## src/sv/pilot_pwm_duty_current_meter_core_assert.svh

```systemverilog
// assertion macros for the pilot duty meter, used by the core top level
// no dependencies; files that assert include this header by name
`ifndef PILOT_PWM_DUTY_CURRENT_METER_CORE_ASSERT_SVH
`define PILOT_PWM_DUTY_CURRENT_METER_CORE_ASSERT_SVH

`ifndef SYNTH
`define PPDCM_ASSERT(lbl, clk, rstn, prop, msg) \
    lbl: assert property (@(posedge clk) disable iff (!(rstn)) prop) else $error(msg);
`define PPDCM_ASSERT_ALWAYS(lbl, clk, prop, msg) \
    lbl: assert property (@(posedge clk) prop) else $error(msg);
`else
`define PPDCM_ASSERT(lbl, clk, rstn, prop, msg)
`define PPDCM_ASSERT_ALWAYS(lbl, clk, prop, msg)
`endif

`endif

```

## src/sv/ppdcm_pkg.sv

```systemverilog
// shared types and constants for the pilot duty meter
// used by the controller, the datapath and the top level
package ppdcm_pkg;

    localparam int COUNT_WIDTH_DEF = 24;
    localparam int WPS_WIDTH       = 10;
    localparam int DUTY_WIDTH      = 10;
    localparam int FREQ_WIDTH      = 24;
    localparam int CUR_WIDTH       = 17;
    localparam int STEP_WIDTH      = 4;

    localparam int WPS_RESET       = 2;
    localparam int DIV_STEPS       = 10;
    localparam int DUTY_SCALE      = 1000;
    localparam int FREQ_MAX        = 16777215;

    // duty bands in tenths of a percent, with the currents and slopes of the bands
    localparam int DUTY_DIG_LO     = 30;
    localparam int DUTY_DIG_HI     = 70;
    localparam int DUTY_GAP_HI     = 80;
    localparam int DUTY_FLAT_HI    = 100;
    localparam int DUTY_LIN_HI     = 850;
    localparam int DUTY_HI_HI      = 960;
    localparam int DUTY_MAX_HI     = 970;
    localparam int CUR_FLAT        = 6000;
    localparam int CUR_SLOPE_LO    = 60;
    localparam int DUTY_OFFSET     = 640;
    localparam int CUR_SLOPE_HI    = 250;
    localparam int CUR_MAX         = 80000;

    typedef enum logic [1:0] {
        ST_IDLE,
        ST_DIV,
        ST_CALC,
        ST_LOAD
    } t_state;

    typedef struct packed {
        logic count;
        logic snap;
        logic div_step;
        logic calc;
        logic load;
    } t_ctrl_cmd;

    typedef struct packed {
        logic div_last;
        logic out_free;
    } t_dp_status;

endpackage

```

## src/sv/ppdcm_ctrl.sv

```systemverilog
// sequencer for the pilot duty meter: sample intake, division, band lookup, result load
// depends on ppdcm_pkg
module ppdcm_ctrl (
    input  logic                   i_clk,
    input  logic                   i_rst_n,
    input  logic                   i_valid,
    input  logic                   i_window_end,
    input  ppdcm_pkg::t_dp_status  i_status,
    output logic                   o_stall,
    output ppdcm_pkg::t_ctrl_cmd   o_cmd
);
    import ppdcm_pkg::*;

    t_state r_state;
    t_state n_state;
    logic   accept;

    assign accept = i_valid && (r_state == ST_IDLE);

    always_ff @(posedge i_clk) begin
        if (!i_rst_n) begin
            r_state <= ST_IDLE;
        end else begin
            r_state <= n_state;
        end
    end

    always_comb begin
        n_state = r_state;
        unique case (r_state)
            ST_IDLE: begin
                if (accept && i_window_end) begin
                    n_state = ST_DIV;
                end
            end
            ST_DIV: begin
                if (i_status.div_last) begin
                    n_state = ST_CALC;
                end
            end
            ST_CALC: begin
                n_state = ST_LOAD;
            end
            ST_LOAD: begin
                if (i_status.out_free) begin
                    n_state = ST_IDLE;
                end
            end
            default: begin
                n_state = ST_IDLE;
            end
        endcase
    end

    always_comb begin
        o_stall        = (r_state != ST_IDLE);
        o_cmd.count    = accept;
        o_cmd.snap     = accept && i_window_end;
        o_cmd.div_step = (r_state == ST_DIV);
        o_cmd.calc     = (r_state == ST_CALC);
        o_cmd.load     = (r_state == ST_LOAD) && i_status.out_free;
    end

endmodule

```

## src/sv/ppdcm_datapath.sv

```systemverilog
// counters, restoring divider, current band lookup and output register
// depends on ppdcm_pkg; driven by ppdcm_ctrl commands
module ppdcm_datapath #(
    parameter int COUNT_WIDTH = ppdcm_pkg::COUNT_WIDTH_DEF
) (
    input  logic                               i_clk,
    input  logic                               i_rst_n,
    input  ppdcm_pkg::t_ctrl_cmd               i_cmd,
    output ppdcm_pkg::t_dp_status              o_status,
    input  logic                               i_pilot_level,
    input  logic                               i_cfg_we,
    input  logic [ppdcm_pkg::WPS_WIDTH-1:0]    i_cfg_wdata,
    input  logic                               i_stall,
    output logic                               o_valid,
    output logic [ppdcm_pkg::DUTY_WIDTH-1:0]   o_duty_tenths,
    output logic [ppdcm_pkg::FREQ_WIDTH-1:0]   o_frequency_hz,
    output logic [ppdcm_pkg::CUR_WIDTH-1:0]    o_current_ma,
    output logic                               o_digital_required,
    output logic                               o_line_steady,
    output logic                               o_steady_polarity_high
);
    import ppdcm_pkg::*;

    localparam int NW = COUNT_WIDTH + 10;
    localparam int PW = COUNT_WIDTH + 9;
    localparam int FW = COUNT_WIDTH + 33;

    logic [COUNT_WIDTH-1:0] cnt_max;
    logic [COUNT_WIDTH-1:0] r_high, r_low, r_chg;
    logic [COUNT_WIDTH-1:0] n_high, n_low, n_chg;
    logic                   r_prev_level, r_prev_valid;
    logic [WPS_WIDTH-1:0]   r_wps;

    logic [NW-1:0]          r_num, r_dsh;
    logic [DUTY_WIDTH-1:0]  r_quot;
    logic [STEP_WIDTH-1:0]  r_step;
    logic [COUNT_WIDTH-2:0] r_half;
    logic                   r_steady, r_pol;

    logic [DUTY_WIDTH-1:0]  r_duty;
    logic [CUR_WIDTH-1:0]   r_cur;
    logic                   r_dig;
    logic [PW-1:0]          r_fprod;

    logic [COUNT_WIDTH:0]   total;
    logic [DUTY_WIDTH-1:0]  duty;
    logic [CUR_WIDTH-1:0]   cur;
    logic                   dig;
    logic [FW-1:0]          fext;
    logic [FREQ_WIDTH-1:0]  freq_sat;
    logic                   r_out_valid;

    assign cnt_max = {COUNT_WIDTH{1'b1}};

    // saturating next counts for the sample being accepted
    always_comb begin
        n_high = r_high;
        n_low  = r_low;
        n_chg  = r_chg;
        if (i_pilot_level) begin
            if (r_high != cnt_max) n_high = COUNT_WIDTH'(r_high + 1'b1);
        end else begin
            if (r_low != cnt_max) n_low = COUNT_WIDTH'(r_low + 1'b1);
        end
        if (r_prev_valid && (i_pilot_level != r_prev_level) && (r_chg != cnt_max)) begin
            n_chg = COUNT_WIDTH'(r_chg + 1'b1);
        end
        total = (COUNT_WIDTH+1)'(n_high) + (COUNT_WIDTH+1)'(n_low);
    end

    always_ff @(posedge i_clk) begin
        if (!i_rst_n) begin
            r_high       <= '0;
            r_low        <= '0;
            r_chg        <= '0;
            r_prev_level <= 1'b0;
            r_prev_valid <= 1'b0;
            r_wps        <= WPS_WIDTH'(WPS_RESET);
        end else begin
            if (i_cfg_we) begin
                r_wps <= i_cfg_wdata;
            end
            if (i_cmd.count) begin
                r_prev_level <= i_pilot_level;
                if (i_cmd.snap) begin
                    r_high       <= '0;
                    r_low        <= '0;
                    r_chg        <= '0;
                    r_prev_valid <= 1'b0;
                end else begin
                    r_high       <= n_high;
                    r_low        <= n_low;
                    r_chg        <= n_chg;
                    r_prev_valid <= 1'b1;
                end
            end
        end
    end

    // window snapshot and one quotient bit per step
    always_ff @(posedge i_clk) begin
        if (i_cmd.snap) begin
            // high * 1000 as 1024 - 16 - 8
            r_num    <= (NW'(n_high) << 10) - (NW'(n_high) << 4) - (NW'(n_high) << 3);
            r_dsh    <= NW'(total) << (DIV_STEPS - 1);
            r_quot   <= '0;
            r_step   <= STEP_WIDTH'(DIV_STEPS - 1);
            r_half   <= n_chg[COUNT_WIDTH-1:1];
            r_steady <= (n_chg == '0);
            r_pol    <= !(n_low > n_high);
        end else if (i_cmd.div_step) begin
            if (r_num >= r_dsh) begin
                r_num  <= r_num - r_dsh;
                r_quot <= {r_quot[DUTY_WIDTH-2:0], 1'b1};
            end else begin
                r_quot <= {r_quot[DUTY_WIDTH-2:0], 1'b0};
            end
            r_dsh  <= r_dsh >> 1;
            r_step <= STEP_WIDTH'(r_step - 1'b1);
        end
    end

    // current bands
    always_comb begin
        duty = (r_quot == DUTY_WIDTH'(DUTY_SCALE)) ? '0 : r_quot;
        dig  = (duty >= DUTY_WIDTH'(DUTY_DIG_LO)) && (duty <= DUTY_WIDTH'(DUTY_DIG_HI));
        priority if (duty < DUTY_WIDTH'(DUTY_GAP_HI)) begin
            cur = '0;
        end else if (duty <= DUTY_WIDTH'(DUTY_FLAT_HI)) begin
            cur = CUR_WIDTH'(CUR_FLAT);
        end else if (duty <= DUTY_WIDTH'(DUTY_LIN_HI)) begin
            cur = CUR_WIDTH'(CUR_WIDTH'(duty) * CUR_WIDTH'(CUR_SLOPE_LO));
        end else if (duty <= DUTY_WIDTH'(DUTY_HI_HI)) begin
            cur = CUR_WIDTH'((CUR_WIDTH'(duty) - CUR_WIDTH'(DUTY_OFFSET))
                             * CUR_WIDTH'(CUR_SLOPE_HI));
        end else if (duty <= DUTY_WIDTH'(DUTY_MAX_HI)) begin
            cur = CUR_WIDTH'(CUR_MAX);
        end else begin
            cur = '0;
        end
    end

    always_ff @(posedge i_clk) begin
        if (i_cmd.calc) begin
            r_duty  <= duty;
            r_cur   <= cur;
            r_dig   <= dig;
            r_fprod <= PW'(PW'(r_half) * PW'(r_wps));
        end
    end

    always_comb begin
        fext     = FW'(r_fprod);
        freq_sat = (fext > FW'(FREQ_MAX)) ? FREQ_WIDTH'(FREQ_MAX) : fext[FREQ_WIDTH-1:0];
    end

    always_ff @(posedge i_clk) begin
        if (!i_rst_n) begin
            r_out_valid <= 1'b0;
        end else if (i_cmd.load) begin
            r_out_valid <= 1'b1;
        end else if (!i_stall) begin
            r_out_valid <= 1'b0;
        end
    end

    always_ff @(posedge i_clk) begin
        if (i_cmd.load) begin
            o_duty_tenths          <= r_steady ? '0 : r_duty;
            o_frequency_hz         <= r_steady ? '0 : freq_sat;
            o_current_ma           <= r_steady ? '0 : r_cur;
            o_digital_required     <= r_steady ? 1'b0 : r_dig;
            o_line_steady          <= r_steady;
            o_steady_polarity_high <= r_pol;
        end
    end

    assign o_valid           = r_out_valid;
    assign o_status.div_last = (r_step == '0);
    assign o_status.out_free = !r_out_valid || !i_stall;

endmodule

```

## src/sv/pilot_pwm_duty_current_meter_core.sv

```systemverilog
// Control-pilot duty meter. One pilot sample is taken per transaction on the input
// channel (i_valid / o_stall); i_window_end marks the last sample of a window.
// Samples are taken every clock while no window result is being worked out.
// The transaction that carries i_window_end starts the result: the high duty is
// found by a restoring divider, one quotient bit per clock, then the calc step
// registers the duty, current band and frequency product and the load step loads
// the output register; o_stall stays high until the load step has loaded it.
// The output register holds a result until the receiver drops i_stall; while it
// waits, the next window's samples are still taken, and a finished result waits in
// the load step (input stalled) until the register is free.
// Synchronous active-low reset clears the counters, empties the output register
// and sets windows per second to 2. i_cfg_we writes windows per second from
// i_cfg_wdata; write it only while no window result is pending.
// depends on ppdcm_pkg, ppdcm_ctrl, ppdcm_datapath and the assertion header
`include "pilot_pwm_duty_current_meter_core_assert.svh"

module pilot_pwm_duty_current_meter_core #(
    parameter int COUNT_WIDTH = ppdcm_pkg::COUNT_WIDTH_DEF
) (
    input  logic                               i_clk,
    input  logic                               i_rst_n,
    input  logic                               i_cfg_we,
    input  logic [ppdcm_pkg::WPS_WIDTH-1:0]    i_cfg_wdata,
    input  logic                               i_valid,
    output logic                               o_stall,
    input  logic                               i_pilot_level,
    input  logic                               i_window_end,
    output logic                               o_valid,
    input  logic                               i_stall,
    output logic [ppdcm_pkg::DUTY_WIDTH-1:0]   o_duty_tenths,
    output logic [ppdcm_pkg::FREQ_WIDTH-1:0]   o_frequency_hz,
    output logic [ppdcm_pkg::CUR_WIDTH-1:0]    o_current_ma,
    output logic                               o_digital_required,
    output logic                               o_line_steady,
    output logic                               o_steady_polarity_high
);
    import ppdcm_pkg::*;

    t_ctrl_cmd  cmd;
    t_dp_status status;

    ppdcm_ctrl u_ctrl (
        .i_clk        (i_clk),
        .i_rst_n      (i_rst_n),
        .i_valid      (i_valid),
        .i_window_end (i_window_end),
        .i_status     (status),
        .o_stall      (o_stall),
        .o_cmd        (cmd)
    );

    ppdcm_datapath #(
        .COUNT_WIDTH (COUNT_WIDTH)
    ) u_datapath (
        .i_clk                  (i_clk),
        .i_rst_n                (i_rst_n),
        .i_cmd                  (cmd),
        .o_status               (status),
        .i_pilot_level          (i_pilot_level),
        .i_cfg_we               (i_cfg_we),
        .i_cfg_wdata            (i_cfg_wdata),
        .i_stall                (i_stall),
        .o_valid                (o_valid),
        .o_duty_tenths          (o_duty_tenths),
        .o_frequency_hz         (o_frequency_hz),
        .o_current_ma           (o_current_ma),
        .o_digital_required     (o_digital_required),
        .o_line_steady          (o_line_steady),
        .o_steady_polarity_high (o_steady_polarity_high)
    );

    `PPDCM_ASSERT(a_busy_after_window, i_clk, i_rst_n, (i_valid && !o_stall && i_window_end) |=> o_stall, "input taken while window result pending")
    `PPDCM_ASSERT(a_steady_zero, i_clk, i_rst_n, (o_valid && o_line_steady) |-> (o_duty_tenths == '0 && o_frequency_hz == '0 && o_current_ma == '0), "steady window with nonzero measurement")
    `PPDCM_ASSERT(a_digital_no_current, i_clk, i_rst_n, (o_valid && o_digital_required) |-> (o_current_ma == '0), "current given in digital band")
    `PPDCM_ASSERT(a_duty_range, i_clk, i_rst_n, o_valid |-> (o_duty_tenths < DUTY_WIDTH'(DUTY_SCALE)), "duty out of range")

endmodule

```

## config.mk

```make
export PLATFORM = sky130hd
export DESIGN_NAME = pilot_pwm_duty_current_meter_core
export DESIGN_NICKNAME = d
export VERILOG_FILES = /design/src/sv/ppdcm_pkg.sv /design/src/sv/ppdcm_ctrl.sv /design/src/sv/ppdcm_datapath.sv /design/src/sv/pilot_pwm_duty_current_meter_core.sv
export VERILOG_INCLUDE_DIRS = /design/src /design/src/sv
export SDC_FILE = /design/constraint.sdc
export NUM_CORES = 1
export LEC_CHECK = 0
export ABC_AREA = 1
export BUFFER_PORTS_ARGS = -buffer_cell sky130_fd_sc_hd__buf_2
export CAP_MARGIN = 15
export CORE_ASPECT_RATIO = 1.75
export CORE_MARGIN = 3
export CORE_UTILIZATION = 43
export CTS_BUF_LIST = sky130_fd_sc_hd__clkbuf_4
export CTS_CLUSTER_SIZE = 40
export DETAILED_ROUTE_END_ITERATION = 7
export GPL_ROUTABILITY_DRIVEN = 0
export GPL_TIMING_DRIVEN = 0
export REMOVE_ABC_BUFFERS = 1
export SLEW_MARGIN = 20
export SYNTH_ARGS = -nofsm -noshare
export SYNTH_HDL_FRONTEND = slang
export SYNTH_SLANG_ARGS = --single-unit
```

## constraint.sdc

```tcl
create_clock -name i_clk -period 5.6 [get_ports i_clk]
set_input_delay 0.84 -clock i_clk [delete_from_list [all_inputs] [get_ports i_clk]]
set_output_delay 0.84 -clock i_clk [all_outputs]
set_load 0.05 [all_outputs]
```

Word-level counts from Yosys, hierarchy flattened
Index checks and enable logic that the tools add are counted.
{"block": "op_classes", "n_eq_ne": 12, "add_sub_neg": 9, "n_mux": 27, "reduce_logical": 21, "mul": 3, "order_cmp": 10}
{"operator": "24-bit 2-to-1 mux", "count": 9}
{"operator": "34-bit 2-to-1 mux", "count": 5}
{"operator": "24-bit by 1-bit adder with 24-bit output, second input constant", "count": 3}
{"operator": "24-bit inequality test, second input constant", "count": 3}
{"operator": "34-bit >= comparator", "count": 1}
{"operator": "17-bit 2-to-1 mux", "count": 2}
{"operator": "34-bit by 27-bit subtractor with 34-bit output", "count": 1}
{"operator": "34-bit by 28-bit subtractor with 34-bit output", "count": 1}
{"operator": "34-bit subtractor", "count": 1}
{"operator": "33-bit by 24-bit greater-than comparator with 1-bit output, second input constant", "count": 1}
{"operator": "23-bit by 10-bit multiplier with 33-bit output", "count": 1}
{"operator": "10-bit less-or-equal comparator, second input constant", "count": 3}
{"operator": "24-bit by 24-bit adder with 25-bit output", "count": 1}
{"operator": "24-bit greater-than comparator", "count": 1}
{"operator": "24-bit zero test", "count": 1}
{"operator": "10-bit by 7-bit less-or-equal comparator with 1-bit output, second input constant", "count": 2}
{"operator": "17-bit by 7-bit multiplier with 16-bit output, second input constant", "count": 1}
{"operator": "16-bit 2-to-1 mux", "count": 1}
{"operator": "10-bit by 4-bit multiplier with 14-bit output, second input constant", "count": 1}
{"operator": "13-bit 2-to-1 mux", "count": 1}
{"operator": "10-bit by 10-bit subtractor with 11-bit output, second input constant", "count": 1}
{"operator": "10-bit == test, second input constant", "count": 1}
{"operator": "10-bit by 5-bit >= comparator with 1-bit output, second input constant", "count": 1}
{"operator": "10-bit by 7-bit < comparator with 1-bit output, second input constant", "count": 1}
{"operator": "21 further kinds", "count": 38}
{"block": "totals", "wordCells": 111, "out_inout_bits": 56, "ff_bits": 309, "in_bits": 17}

Logic depth before layout (Yosys ltp)
{"block": "logic_depth", "word_depth": 7, "mapped_depth": 28, "ltp_nobuf": 28}

By module
From an unflattened synthesis, not the netlist that was laid out.
{"block": "hier_totals", "hier_cells": 3873, "area_unflattened_um2": 29788.6}
{"module": "ppdcm_datapath", "area_each_um2": 29562.1, "instances": 1, "seq_area_each_um2": 8077.7, "cells_each": 3837}
{"module": "ppdcm_ctrl", "area_each_um2": 226.5, "instances": 1, "seq_area_each_um2": 40.0, "cells_each": 36}

Worst setup path after synthesis
Ideal clock, no wire load.
{"block": "synth_timing", "kind": "reg2reg", "start": "register u_datapath.r_quot[0]", "end": "register u_datapath.r_cur[15], data pin", "period_less_slack_ps": 5500, "arrival_ps": 5241, "stages_incl_launch_ff": 23, "n_path_buf": 0, "slack_ps": 100, "setup_time_ps": 259, "required_ps": 5341, "path_cell_list": "dfxtp_1 -> inv_1 -> ha_1 -> nand4_2 -> nor2_8 -> nor2_1 -> inv_1 -> ha_1 -> xnor2_1 -> ha_1 -> fa_1 -> fa_1 -> inv_1 -> fa_1 -> inv_1 -> ha_1 -> nand2_1 -> nor2_1 -> nand3_1 -> o2111ai_1 -> or2_2 -> nand3_1 -> a21oi_1"}
{"block": "synth_via", "elab_chain_len": 6, "word_cells_on_any_way": 12, "classes_between": "1 x add/sub; 2 x mul; 4 x order compare; 1 x eq/ne; 3 x mux; 1 x reduce/logical"}
{"element": "start: declaration", "line": "ppdcm_datapath.sv:35", "source": "logic [DUTY_WIDTH-1:0] r_quot;"}
{"element": "start signal: assignment", "line": "ppdcm_datapath.sv:114", "source": "r_quot <= {r_quot[DUTY_WIDTH-2:0], 1'b1};"}
{"element": "start signal: assignment", "line": "ppdcm_datapath.sv:116", "source": "r_quot <= {r_quot[DUTY_WIDTH-2:0], 1'b0};"}
{"element": "10-bit == test (*)", "line": "ppdcm_datapath.sv:125", "source": "duty = (r_quot == DUTY_WIDTH'(DUTY_SCALE)) ? '0 : r_quot;"}
{"element": "10-bit 2-to-1 mux (*)", "line": "ppdcm_datapath.sv:125"}
{"element": "net u_datapath.duty[8]", "line": "ppdcm_datapath.sv:46", "source": "logic [DUTY_WIDTH-1:0] duty;"}
{"element": "10-bit by 10-bit subtractor with 11-bit output", "line": "ppdcm_datapath.sv:134", "source": "cur = CUR_WIDTH'((CUR_WIDTH'(duty) - CUR_WIDTH'(DUTY_OFFSET))"}
{"element": "17-bit by 7-bit multiplier with 16-bit output", "line": "ppdcm_datapath.sv:135", "source": "* CUR_WIDTH'(CUR_SLOPE_HI));"}
{"element": "17-bit 2-to-1 mux", "line": "ppdcm_datapath.sv:133", "source": "end else if (duty <= DUTY_WIDTH'(DUTY_HI_HI)) begin"}
{"element": "16-bit 2-to-1 mux", "line": "ppdcm_datapath.sv:131", "source": "end else if (duty <= DUTY_WIDTH'(DUTY_LIN_HI)) begin"}
{"element": "end signal: assignment", "line": "ppdcm_datapath.sv:146", "source": "r_cur <= cur;"}
{"element": "end: declaration", "line": "ppdcm_datapath.sv:41", "source": "logic [CUR_WIDTH-1:0] r_cur;"}
Mark *: on every way through the listed nets, which the timed path passes. The rest lies on a longest branch.
A chain may end at the register's enable or synchronous reset.

Worst setup path after layout
{"block": "layout_timing", "start": "register u_datapath.r_half[7]", "end": "register u_datapath.r_fprod[32], data pin"}
{"block": "layout_via", "elab_chain_len": 1}
{"element": "start: declaration", "line": "ppdcm_datapath.sv:37", "source": "logic [COUNT_WIDTH-2:0] r_half;"}
{"element": "start signal: assignment", "line": "ppdcm_datapath.sv:108", "source": "r_half <= n_chg[COUNT_WIDTH-1:1];"}
{"element": "23-bit by 10-bit multiplier with 33-bit output", "line": "ppdcm_datapath.sv:148", "source": "r_fprod <= PW'(PW'(r_half) * PW'(r_wps));"}
{"element": "end signal: assignment", "line": "ppdcm_datapath.sv:148"}
{"element": "end: declaration", "line": "ppdcm_datapath.sv:43", "source": "logic [PW-1:0] r_fprod;"}
No other way between the ends.

==> flow_summary.ini <==
[run_status]
outcome = complete, but fails checks
violations = design-rule violations

[floorplanning]
initial_core_util_pct = 43.4
core_region_area_um2 = 68600
rows = 127
die_x_um = 205
dieArea_um2 = 72600
io_pins = 73
die_y_um = 354

[clock_tree]
hold_buffers = 0
cts_buffers = 80
cts_root_buffer = clkbuf_4
cts-htree-levels = 3
cts_num_sinks = 307
cts_tree = built
worstSkewPairLatency_ns = 0.87
clk_pin_slew_ns = 0.07
clock_path_buffers = 3

[logic_synthesis]
ys_async_sr_fraction_pct = 0
yosysUniqueCellTypes = 65
avgSynthCellArea_um2 = 7.73
synth_cells = 3858
yosysWarnings = 0
synth_top_flop_cell = edfxtp_1
yosysSeqAreaShare_pct = 27.2
synth_area_um2 = 29800
synth-seq-cells = 307
synth-edff-count = 197

[setup_path]
start_kind = flop
worst-path-stages = 20
crit_type = reg2reg
cpLargestDelayFamily = adder cells
worst_path_max_delay_cell = fa_1
r2r_setup_slack_ns = 0.20
path_max_fanout = 6
r2r_start = u_datapath.r_half[7]
setup.worst_path.start = u_datapath.r_half[7]
critPathRequiredTime_ns = 6.19
cp-end-kind = flop
worstRegToRegCells = 20
cpPeakStageDelay_ns = 0.54
path_cells = buf_4 -> buf_4 -> nand2_1 -> inv_1 -> fa_1 -> fa_1 -> fa_1 -> fa_1 -> inv_1 -> fa_1 -> inv_1 -> ha_1 -> a21oi_2 -> inv_1 -> a31oi_1 -> o21ai_1 -> a21boi_2 -> buf_4 -> o2111ai_1 -> xor2_1
worst_path_most_repeated_cell = fa_1
cp.buffers_inverters = 7
rr_endpoint = u_datapath.r_fprod[32]
worstPathArrival_ns = 5.99
crit_end = u_datapath.r_fprod[32]

[placed_design]
dp_hpwl_um = 65800
dp.cells = 4741
port_buffers = 71

[sta]
worst_pin_slew_ns = 1.10
post-route-min-period_ns = 5.40
rsz0062_at_grt = yes
fmax_mhz = 185
setup_viol = 0
finalSetupTns_ns = 0
final.setup_skew_ns = 0.0539
hold_viol_final = 0
maxSlewViolCount = 0
relSlewSlack_pct = 26.8
fin_crit_sh_pct = 96.4

[global_routing]
antenna_found_initial = 3
grt_pass1_vias = 26200
grt_max_degree = 57
grt_pass1_wl_um = 134000
overflow = 0
grt_use_total_pct = 23.6

[routing]
drt_iter0_markers = 1393
drt-vias-per-instance = 5.16
antenna_left = 0
dr.pass1.iters = 8
vias = 25700
wl_per_cell_um = 17.2
drc = 2
routed_wl_um = 85600

[power]
vdd_drop_max_uv = 240
p_per_area_nw_per_um2 = 438
leakage_nw = 16.8

[finish]
drive_gt1_share_pct = 11.0
fin_cells = 4980
fill_cells = 6881
layout.nets = 4512
area_growth_pct = 12.0

[hold_path]
hold_path.class = in2reg

[job]
maxCapViolCount = 0
-- power breakdown --
group	switching, mW	internal (mW)	total, mW
Sequential	0.251	3.26	3.51
Clock	1.00	1.10	2.10
Combinational	5.70	3.29	8.99
-- stage by stage --
step | area (µm²) | util, % | worst slack, ns | power, mW | hold slack, ns
after floorplan | 29400 | - | -2.05 | 9.88 | 0.400
after CTS | 32800 | 47.8 | -0.0214 | 14.4 | 0.107
final | 33400 | 48.6 | 0.199 | 14.6 | 0.210
after global placement | 30900 | 45.0 | -8.56 | 11.9 | 0.406
after detailed placement | 31200 | 45.5 | -1.02 | 12.1 | 0.411
after global routing | 33400 | 48.6 | -0.102 | 16.1 | 0.183
-- how the worst min path moves through the flow --
stage	start	endpoint	slack (ns)	cells past startpoint
2_1_floorplan	u_datapath.r_pol	u_datapath.o_steady_polarity_high	0.40	0
3_3_place_gp	u_datapath.r_pol	u_datapath.o_steady_polarity_high	0.41	0
3_5_place_dp	u_datapath.r_pol	u_datapath.o_steady_polarity_high	0.41	0
4_1_cts	i_cfg_wdata[1]	u_datapath.r_wps[1]	0.11	3
5_1_grt	i_cfg_wdata[3]	u_datapath.r_wps[3]	0.18	3
6_report	i_cfg_wdata[1]	u_datapath.r_wps[1]	0.21	3
-- state kept, by name, summed over array words and instances, names as in the netlist, 10 cells and up --
register and count:
u_datapath.r_num 34, u_datapath.r_high 24, u_datapath.r_quot 10, u_datapath.o_duty_tenths 10, u_datapath.r_low 24, u_datapath.o_current_ma 16, u_datapath.r_chg 24, u_datapath.r_half 23
u_datapath.r_duty 10, u_datapath.r_fprod 33, u_datapath.r_dsh 34, u_datapath.r_cur 16, u_datapath.o_frequency_hz 24, u_datapath.r_wps 10
-- cell usage after synthesis (20+ instances only) --
cell type	number	area [µm²]
dfxtp_1	110	2200
clkbuf_1	82	308
nor2_1	298	1120
nand4_1	33	206
ha_1	258	3230
xnor2_1	39	342
o21ai_0	181	906
xor2_1	91	797
inv_1	737	2770
nor3_1	43	215
nand2_1	880	3300
inv_2	20	75.1
fa_1	227	4540
a21oi_1	284	1420
edfxtp_1	197	5920
nand3_1	125	626
-- logic make-up (layout without fill, tap and decap cells) --
kind of cell	count (synthesis)	in the layout	share of synthesized area, %
AOI/OAI and AO/OA	607	607	11.3
xor gates and xnor gates	131	131	3.87
adders and majority gates	485	485	26.1
buffers and inverters	866	1083	11.0
DFF	307	307	27.2
muxes	1	1	0.0378
other	1	3	0.0126
and+or+nand+nor	1460	1460	20.4
-- repair_timing --
item	CTS	global route
endpoints found under the setup margin	25	35
endpoints found under the hold margin	0	0
pin swaps	2	7
resized for setup	28	50
setup buffers	47	43
-- worst min-delay path, cell delays in order --
cell	delay, ns
buf_2	0.07
nand2_1	0.04
nand3_1	0.06
-- placed cells by master, fill, tap and decap left out, types with 124 or more instances in the layout --
master,Yosys,layout
edfxtp_1,197,197
inv_1,737,734
fa_1,227,227
nand3_1,125,125
a21oi_1,284,274
nand2_1,880,875
o21ai_0,181,173
ha_1,258,251
clkbuf_4,0,124
nor2_1,298,292
-- layer usage --
metal,vias up,GRT usage (%),wire length [µm]
li1,12600,-,-
met1,12100,23.5,29900
met2,700,45.5,46600
met3,304,2.78,3500
met4,2,14.9,5690
met5,-,0,7
-- cell type report --
cell class | instances | area (µm²) | share of cell area, %
repair buffers | 174 | 1440 | 4.30
flip-flops and latches | 307 | 8160 | 24.4
well taps | 903 | 1130 | 3.39
inverters | 762 | 2860 | 8.58
clock buffers | 124 | 931 | 2.79
diodes | 2 | 5.00 | 0.0150
clock inverters | 23 | 153 | 0.457
multi-input cells | 2685 | 18700 | 56.0
(Power assumes the default switching activity.)
